### src/rtl/dssd_pkg.sv
`timescale 1ns / 1ps
// Shared types and constants for the decimal seven-segment serial driver.
// Used by the controller, the datapath and the top level.
package dssd_pkg;

  localparam int unsigned ValueW = 12;
  localparam int unsigned ByteW  = 8;
  localparam int unsigned DigitW = 4;

  localparam logic [ByteW-1:0] BlankPattern = 8'hFF;

  // Reciprocal of ten scaled by 2^15; exact for every 12-bit value.
  localparam int unsigned RecipShift = 15;
  localparam logic [ValueW-1:0] RecipTen = 12'd3277;

  // Commands from the controller to the datapath.
  typedef struct packed {
    logic load;   // capture a new request
    logic step;   // convert one decimal digit
    logic shift;  // advance the serial frame by one bit
  } dssd_cmd_t;

  // Segment pattern of one decimal digit, before the active-low inversion.
  function automatic logic [ByteW-1:0] seg_lookup(input logic [DigitW-1:0] digit);
    logic [ByteW-1:0] pattern;
    case (digit)
      4'd0:    pattern = 8'hBE;
      4'd1:    pattern = 8'hA0;
      4'd2:    pattern = 8'h2F;
      4'd3:    pattern = 8'hAB;
      4'd4:    pattern = 8'hB1;
      4'd5:    pattern = 8'h9B;
      4'd6:    pattern = 8'h9F;
      4'd7:    pattern = 8'hA8;
      4'd8:    pattern = 8'hBF;
      4'd9:    pattern = 8'hBB;
      default: pattern = 8'h00;
    endcase
    return pattern;
  endfunction

endpackage

### src/rtl/dssd_ctrl.sv
`timescale 1ns / 1ps
// Controller of the decimal seven-segment serial driver: sequences digit
// conversion and the serial shift-out. Depends on dssd_pkg.
module dssd_ctrl #(
  parameter int unsigned DIGIT_COUNT = 4
) (
  input  logic               clk_i,
  input  logic               rst_ni,
  input  logic               in_valid_i,
  output logic               in_ready_o,
  output logic               out_valid_o,
  input  logic               out_ready_i,
  output logic               latch_now_o,
  output dssd_pkg::dssd_cmd_t cmd_o
);
  import dssd_pkg::*;

  localparam int unsigned FrameBits = ByteW * DIGIT_COUNT;
  localparam int unsigned CntW      = $clog2(FrameBits);
  localparam logic [CntW-1:0] LastDigit = CntW'(DIGIT_COUNT - 1);
  localparam logic [CntW-1:0] LastBit   = CntW'(FrameBits - 1);

  typedef enum logic [1:0] {
    ST_IDLE,
    ST_CONVERT,
    ST_SHIFT
  } state_e;

  state_e          state_q, state_d;
  logic [CntW-1:0] cnt_q, cnt_d;

  always_comb begin
    state_d = state_q;
    cnt_d   = cnt_q;
    cmd_o   = '0;
    unique case (state_q)
      ST_IDLE: begin
        if (in_valid_i) begin
          cmd_o.load = 1'b1;
          cnt_d      = '0;
          state_d    = ST_CONVERT;
        end
      end
      ST_CONVERT: begin
        cmd_o.step = 1'b1;
        if (cnt_q == LastDigit) begin
          cnt_d   = '0;
          state_d = ST_SHIFT;
        end else begin
          cnt_d = cnt_q + 1'b1;
        end
      end
      ST_SHIFT: begin
        if (out_ready_i) begin
          cmd_o.shift = 1'b1;
          if (cnt_q == LastBit) begin
            cnt_d   = '0;
            state_d = ST_IDLE;
          end else begin
            cnt_d = cnt_q + 1'b1;
          end
        end
      end
      default: begin
        state_d = ST_IDLE;
      end
    endcase
  end

  always_ff @(posedge clk_i or negedge rst_ni) begin
    if (!rst_ni) begin
      state_q <= ST_IDLE;
      cnt_q   <= '0;
    end else begin
      state_q <= state_d;
      cnt_q   <= cnt_d;
    end
  end

  assign in_ready_o  = (state_q == ST_IDLE);
  assign out_valid_o = (state_q == ST_SHIFT);
  assign latch_now_o = out_valid_o && (cnt_q == LastBit);

`ifndef SYNTHESIS
  a_no_overlap: assert property (@(posedge clk_i) disable iff (!rst_ni)
    !(in_ready_o && out_valid_o))
    else $error("input ready while a frame is still being sent");

  a_accept_starts_convert: assert property (@(posedge clk_i) disable iff (!rst_ni)
    (in_valid_i && in_ready_o) |=> (!in_ready_o && !out_valid_o))
    else $error("accepted request did not enter digit conversion");

  a_latch_ends_frame: assert property (@(posedge clk_i) disable iff (!rst_ni)
    (latch_now_o && out_ready_i) |=> in_ready_o)
    else $error("frame did not end after the latch bit");

  a_cmd_exclusive: assert property (@(posedge clk_i) disable iff (!rst_ni)
    $onehot0({cmd_o.load, cmd_o.step, cmd_o.shift}))
    else $error("more than one datapath command at once");
`endif

endmodule

### src/rtl/dssd_datapath.sv
`timescale 1ns / 1ps
// Datapath of the decimal seven-segment serial driver: digit split by a
// reciprocal multiply, segment lookup and the serial frame register.
// Depends on dssd_pkg.
module dssd_datapath #(
  parameter int unsigned DIGIT_COUNT = 4
) (
  input  logic                          clk_i,
  input  dssd_pkg::dssd_cmd_t           cmd_i,
  input  logic [dssd_pkg::ValueW-1:0]   sample_value_i,
  output logic                          serial_bit_o
);
  import dssd_pkg::*;

  localparam int unsigned FrameBits = ByteW * DIGIT_COUNT;
  localparam int unsigned ProdW     = 2 * ValueW;

  logic [ValueW-1:0]    rest_q, rest_d;
  logic [FrameBits-1:0] frame_q, frame_d;
  logic [ProdW-1:0]     prod;
  logic [ValueW-1:0]    quot;
  logic [ValueW-1:0]    quot_x10;
  logic [DigitW-1:0]    digit;
  logic [ByteW-1:0]     seg_byte;

  // floor(rest / 10) and the remainder.
  assign prod     = rest_q * ProdW'(RecipTen);
  assign quot     = ValueW'(prod >> RecipShift);
  assign quot_x10 = (quot << 3) + (quot << 1);
  assign digit    = DigitW'(rest_q - quot_x10);
  assign seg_byte = (rest_q != '0) ? ~seg_lookup(digit) : BlankPattern;

  always_comb begin
    rest_d  = rest_q;
    frame_d = frame_q;
    if (cmd_i.load) begin
      rest_d = sample_value_i;
    end else if (cmd_i.step) begin
      // Enter the new digit at the top; earlier digits move toward the ones end.
      rest_d  = quot;
      frame_d = FrameBits'({seg_byte, frame_q} >> ByteW);
    end else if (cmd_i.shift) begin
      frame_d = frame_q << 1;
    end
  end

  always_ff @(posedge clk_i) begin
    rest_q  <= rest_d;
    frame_q <= frame_d;
  end

  assign serial_bit_o = frame_q[FrameBits-1];

endmodule

### src/rtl/decimal_seven_segment_serial_driver.sv
`timescale 1ns / 1ps
// Decimal seven-segment serial driver. Each accepted 12-bit reading is split
// into DIGIT_COUNT decimal digits, one digit per cycle through a reciprocal
// multiply, mapped to active-low segment bytes (blank above the leading digit,
// all blank for zero), then sent as 8*DIGIT_COUNT serial bits, most significant
// position first and each byte MSB first, one bit per accepted output request.
// latch_now_o marks the final bit. A new reading is taken only after the last bit.
module decimal_seven_segment_serial_driver #(
  parameter int unsigned DIGIT_COUNT = 4
) (
  input  logic                        clk_i,
  input  logic                        rst_ni,
  input  logic                        in_valid_i,
  output logic                        in_ready_o,
  input  logic [dssd_pkg::ValueW-1:0] sample_value_i,
  output logic                        out_valid_o,
  input  logic                        out_ready_i,
  output logic                        serial_bit_o,
  output logic                        latch_now_o
);
  import dssd_pkg::*;

  dssd_cmd_t cmd;

  dssd_ctrl #(
    .DIGIT_COUNT(DIGIT_COUNT)
  ) u_ctrl (
    .clk_i      (clk_i),
    .rst_ni     (rst_ni),
    .in_valid_i (in_valid_i),
    .in_ready_o (in_ready_o),
    .out_valid_o(out_valid_o),
    .out_ready_i(out_ready_i),
    .latch_now_o(latch_now_o),
    .cmd_o      (cmd)
  );

  dssd_datapath #(
    .DIGIT_COUNT(DIGIT_COUNT)
  ) u_datapath (
    .clk_i         (clk_i),
    .cmd_i         (cmd),
    .sample_value_i(sample_value_i),
    .serial_bit_o  (serial_bit_o)
  );

endmodule
### config.mk
export PLATFORM = sky130hd
export DESIGN_NAME = decimal_seven_segment_serial_driver
export DESIGN_NICKNAME = d
export VERILOG_FILES = /design/src/rtl/dssd_pkg.sv /design/src/rtl/dssd_ctrl.sv /design/src/rtl/dssd_datapath.sv /design/src/rtl/decimal_seven_segment_serial_driver.sv
export SDC_FILE = /design/constraint.sdc
export NUM_CORES = 1
export LEC_CHECK = 0
export ABC_AREA = 1
export BUFFER_PORTS_ARGS = -buffer_cell sky130_fd_sc_hd__buf_2
export CORE_MARGIN = 2
export CORE_UTILIZATION = 48
export CTS_BUF_LIST = sky130_fd_sc_hd__clkbuf_8
export DETAILED_ROUTE_END_ITERATION = 10
export HOLD_SLACK_MARGIN = 0.12
export PLACE_DENSITY = 0.67
export SYNTH_ARGS = -nofsm -noshare
export SYNTH_HDL_FRONTEND = slang
export SYNTH_SLANG_ARGS = --single-unit
### constraint.sdc
create_clock -name clk_i -period 5.15 [get_ports clk_i]
set_input_delay 0.7725 -clock clk_i [delete_from_list [all_inputs] [get_ports clk_i]]
set_output_delay 0.7725 -clock clk_i [all_outputs]
set_load 0.005 [all_outputs]
Word level (Yosys, flattened, before mapping):

Memories as Yosys holds them, arrays and structs flattened.
Index checks and enable logic that the tools add are counted.

* input bits: 16
* logic and storage cells: 48
* memory bits (read-only): 112
* memories: 1
* bits in registers: 51
* output and inout bits: 4

* multiply operators: 1
* add/sub/neg operators: 3
* bitwise logic cells: 2
* reduce and logical (&&, ||, !) cells: 9
* mux-type cells: 20
* equality and inequality tests: 8

Memory list
* (no name shown): depth 16, width 7, rd ports 1, clocked after Yosys merged registers in 0, wr ports 0, line dssd_pkg.sv:26 `case (digit)`

Operator list (count)
* 2-to-1 mux 32 bit: 2
* multiplier 12 x 12 -> 24 bit, second input constant: 1
* 2-to-1 mux 12 bit: 2
* 2-to-1 mux 5 bit: 4
* case mux 5 bit (3 select lines): 1
* nonzero test 12 bit: 1
* 2-to-1 mux 2 bit: 4
* 2-to-1 mux 8 bit: 1
* NOT 8 bit: 1
* inequality test 2 bit, second input constant: 3
* case mux 2 bit (3 select lines): 1
* adder 5 x 1 -> 5 bit, second input constant: 1
* equality test 5 x 2 -> 1 bit, second input constant: 1
* equality test 5 bit, second input constant: 1
* 2-to-1 mux 1 bit: 5
* adder 4 bit: 1
* AND reduction 4 bit: 1
* nonzero test 2 bit: 2
* subtractor 4 bit: 1
* AND reduction 3 bit: 1
* nonzero test 3 bit: 1
* equality test 2 x 1 -> 1 bit, second input constant: 1
* equality test 2 bit, second input constant: 1
* zero test 2 bit: 1
* other kinds (4): 4

Longest topological paths before layout:

An unclocked memory read counts as a cell.

* word-level depth: 7
* mapped depth: 30
* gate-level depth less buffers: 30

Modules after synthesis:

Synthesis repeated with hierarchy kept, for this count alone.

* cells, all modules: 678
* area total of the unflattened synthesis: 5763.0 um^2

By module, submodules not included
* dssd_datapath: cells each 601, area an instance 5196.2 um^2, instances 1, seq. area each 1321.3 um^2
* dssd_ctrl: cells each 77, area an instance 566.8 um^2, instances 1, seq. area each 175.2 um^2

Least setup slack after synthesis:

No wires, ideal clock.

* path type: register -> register
* start: register u_datapath.rest_q[6]
* end: register u_datapath.frame_q[28] (data pin)
* setup slack: -219 ps
* required time: 4901 ps
* stages on the path, launching flop included: 27
* arrival time: 5120 ps
* path buffers: 0
* clock period less this slack: 5369 ps
* setup time: 249 ps
* cell sequence: edfxtp_1 inv_1 ha_1 inv_1 fa_1 inv_1 fa_1 fa_1 inv_1 fa_1 inv_1 ha_1 nand2_1 nor2_1 a21oi_1 o21ai_1 xor2_1 ha_1 or2_2 nand2_1 inv_1 nand2_1 o21ai_0 nand3_1 nand3_1 nand2_1 inv_1

* word-level cells in the longest chain between the ends: 7
* elaborated cells between the ends (all ways): 8
* classes of those cells: add/sub (2); mul (1); mux (2); bitwise (1); reduce/logical (1); memory (1)

Ends and longest elaborated chain
* start, declared: line dssd_datapath.sv:18 `logic [ValueW-1:0] rest_q, rest_d;`
* start signal, assigned: line dssd_datapath.sv:48 `rest_q <= rest_d;`
* multiplier 12 x 12 -> 24 bit: line dssd_datapath.sv:27 `assign prod = rest_q * ProdW'(RecipTen);`
* adder 4 bit: line dssd_datapath.sv:29 `assign quot_x10 = (quot << 3) + (quot << 1);`
* subtractor 4 bit: line dssd_datapath.sv:30 `assign digit = DigitW'(rest_q - quot_x10);`
* memory (16 x 7 bit)
* NOT 8 bit: line dssd_datapath.sv:31 `assign seg_byte = (rest_q != '0) ? ~seg_lookup(digit) : BlankPattern;`
* 2-to-1 mux 8 bit (*): line dssd_datapath.sv:31
* 2-to-1 mux 32 bit (*): line dssd_datapath.sv:38 `end else if (cmd_i.step) begin`
* end signal, assigned: line dssd_datapath.sv:49 `frame_q <= frame_d;`
* end, declared: line dssd_datapath.sv:19 `logic [FrameBits-1:0] frame_q, frame_d;`

Mark *: on every way between the ends. The rest lies on a longest branch, timed or not.
A chain may end at the register's enable or synchronous reset.

Worst setup path after layout:

* start: register u_datapath.rest_q[2]
* end: register u_datapath.frame_q[24] (data pin)

The elaborated chain is that of the path after synthesis.

==> impl_metrics.py <==
metrics = {
    "place": {
        "port_buffers": 19,
        "placedCellCount": 853,
        "hpwl_mm": 9.67,
        "routabilityCongestion": 0.965,
        "dpl_cell_area_um2": 6270,
    },
    "timing": {
        "finalCriticalPeriod_ps": 5450,
        "setup_viol": 8,
        "rsz0062_at_grt": "yes",
        "relSlewSlack_pct": 22.3,
        "clock.fmax_ghz": 0.183,
        "fin_crit_sh_pct": 106,
        "drv_slew": 0,
        "worstMarginPinSlew_ps": 1160,
        "worst_slack_ps": -303,
        "skew_ps": 7.18,
        "hold_viol": 0,
    },
    "clock_tree": {
        "cts_buffers": 5,
        "clock_path_buffers": 2,
        "ctsRootBufferMaster": "clkbuf_8",
        "h-tree-depth": 2,
        "cts_tree": "yes",
        "clk_latency_ps": 320,
        "clkTransAtPathRegs_ps": 110,
        "hold_buffers": 0,
        "clock_sinks": 51,
    },
    "global_routing": {
        "grt_max_degree": 34,
        "grt.total_usage_pct": 22.5,
        "grt_pass1_vias": 4931,
        "antenna_found_initial": 0,
        "grt.overflow.total": 0,
        "grt_pass1_wl_mm": 22.8,
    },
    "cells_and_area": {
        "area_growth_pct": 24.8,
        "antennaDiodeCount": 0,
        "utilization_pct": 61.3,
        "fill_cells": 940,
        "drive_gt1_share_pct": 26.8,
        "fin_nets": 920,
        "layoutNonFillerInstCount": 903,
        "post-route-cell-area_um2": 7000,
    },
    "route": {
        "drcViolationCount": 0,
        "route.detailed.wl_per_inst_um": 15.1,
        "firstDrtPassIters": 5,
        "wirelength_mm": 13.6,
        "drt-vias-per-instance": 5.11,
        "drtIter0Drc": 309,
        "vias": 4614,
        "ant_nets": 0,
    },
    "worst_setup_path": {
        "crit_top_cell": "buf_4",
        "cp_data_arrival_time_ps": 5550,
        "r2r_start": "u_datapath.rest_q[2]",
        "critPathMaxStageDelay_ps": 610,
        "crit_path_top_delay_cell": "edfxtp_1",
        "end_kind": "flop",
        "r2r-end": "u_datapath.frame_q[24]",
        "path_class": "flop to flop",
        "path_max_fanout": 7,
        "crit_required_ps": 5240,
        "ff2ff_setup_slack_ps": -300,
        "reg2regPathDepth": 40,
        "start_kind": "flop",
    },
    "synth": {
        "synth_warnings": 0,
        "yosysTopAreaCellShare_pct": 24.1,
        "synth-edff-count": 44,
        "avgSynthCellArea_um2": 8.62,
        "ys_ff_latch": 51,
        "synth_most_common_cell": "nand2_1",
        "synth_top_area_cell": "ha_1",
        "synth_commonest_cells": "nand2_1, inv_1, ha_1, edfxtp_1, fa_1",
        "synthTopCellsByArea": "ha_1, edfxtp_1, fa_1, nand2_1, inv_1",
        "yosysSeqAreaShare_pct": 26.7,
        "synth_area_um2": 5610,
        "synth-main-ff-cell": "edfxtp_1",
        "synth.distinct_cells": 37,
        "synthArstFlopShare_pct": 13.7,
        "synth_nets": 811,
        "postSynthCellCount": 650,
    },
    "floorplanning": {
        "dieArea_um2": 12600,
        "core_um2": 11400,
        "initial_core_util_pct": 49.1,
        "die_height_um": 112,
        "floorplan.die.width_um": 112,
        "rows": 39,
        "ioPinCount": 20,
    },
    "job": {
        "max_cap_viol_count": 0,
    },
    "outcome": {
        "status": "finished, violations left",
        "violations": "setup timing",
    },
    "worst_hold_path": {
        "hold_class": "primary input to async pin",
    },
}
[cell families after synthesis]
| kind of cell | after synthesis | share of synthesized area [%] |
|---|---|---|
| and+or+nand+nor | 255 | 20.3 |
| buffers and inverters | 144 | 9.64 |
| xor gates and xnor gates | 9 | 1.41 |
| DFF | 51 | 26.7 |
| adders and majority gates | 145 | 37.3 |
| AOI/OAI and AO/OA | 46 | 4.62 |
[worst max-delay path: cells and delay by family, from the launching register on]
family        cells  cell delay [ps]
xor+xnor          1              150
buf+inv          31             3780
simple gates      7              550
fa+ha+maj         1              150
flops             1              610
[timing repair]
item / 4_1_cts / 5_1_grt
gates cloned: 0 / 0
buffers inserted: 44 / 2
pin swaps: 50 / 14
resized for setup: 63 / 15
setup endpoints to repair: 7 / 12
[registers in the layout (all words and copies together) (netlist names)]
name                count
u_ctrl.cnt_q            5
u_ctrl.state_q          2
u_datapath.frame_q     32
u_datapath.rest_q      12
[cell usage in the layout, fill, tap and decap left out, types with 3 or more instances in the layout]
| cell | synthesis | routed |
|---|---|---|
| ha_2 | 0 | 4 |
| inv_4 | 0 | 3 |
| buf_2 | 0 | 19 |
| inv_1 | 133 | 122 |
| o21ai_0 | 14 | 11 |
| buf_4 | 0 | 81 |
| nand3_4 | 2 | 3 |
| inv_2 | 3 | 11 |
| a21oi_1 | 19 | 15 |
| o21ai_2 | 0 | 4 |
| xor2_2 | 0 | 3 |
| nand2_1 | 164 | 155 |
| fa_1 | 37 | 37 |
| nand2_2 | 8 | 9 |
| xor2_1 | 7 | 4 |
| nand2_4 | 4 | 11 |
| a21oi_2 | 1 | 4 |
| dfrtp_1 | 7 | 7 |
| nor2_1 | 24 | 20 |
| nor2_2 | 0 | 3 |
| ha_4 | 0 | 9 |
| clkbuf_8 | 0 | 5 |
| nand3_1 | 28 | 18 |
| nand4_1 | 8 | 8 |
| buf_6 | 0 | 9 |
| or2_2 | 9 | 7 |
| ha_1 | 108 | 95 |
| edfxtp_1 | 44 | 44 |
| nand3_2 | 1 | 10 |
[metrics by stage]
step | hold WS [ps] | TNS [ps] | worst slack [ps]
floorplan | 477 | -8.34 | -8.34
global placement | 499 | -2480 | -388
detailed placement | 503 | -2780 | -435
CTS | 265 | -557 | -102
global route | 282 | -3080 | -428
finish | 275 | -2090 | -303
[cell type report]
| class | count | area [um2] | share of cell area (%) |
|---|---|---|---|
| clock buffer | 5 | 68.8 | 0.984 |
| clock inverter | 3 | 26.3 | 0.376 |
| inverter | 137 | 522 | 7.46 |
| multi-input combinational | 455 | 3900 | 55.7 |
| sequential | 51 | 1500 | 21.4 |
| tap | 143 | 179 | 2.56 |
| timing repair buffer | 109 | 805 | 11.5 |
[per-layer routing]
| metal | GRT usage (%) | up-vias | wire, um |
|---|---|---|---|
| met5 | 0 | - | 0 |
| met3 | 3.35 | 35 | 618 |
| met2 | 39.8 | 130 | 6710 |
| met1 | 28.5 | 2179 | 5860 |
| met4 | 7.24 | 0 | 406 |
| li1 | - | 2270 | - |
[how the worst max path moves through the flow]
| stage | slack (ps) | from | endpoint |
|---|---|---|---|
| 2_1_floorplan | -8 | u_datapath.rest_q[1] | u_datapath.frame_q[28] |
| 3_3_place_gp | -390 | u_datapath.rest_q[2] | u_datapath.frame_q[28] |
| 3_5_place_dp | -430 | u_datapath.rest_q[2] | u_datapath.frame_q[28] |
| 4_1_cts | -100 | u_datapath.rest_q[2] | u_datapath.frame_q[28] |
| 5_1_grt | -430 | u_datapath.rest_q[2] | u_datapath.frame_q[24] |
| 6_report | -300 | u_datapath.rest_q[2] | u_datapath.frame_q[24] |
Power is left out: the tool's default activity adds up to more than one toggle a clock period on the data nets, which glitch-free logic cannot reach.
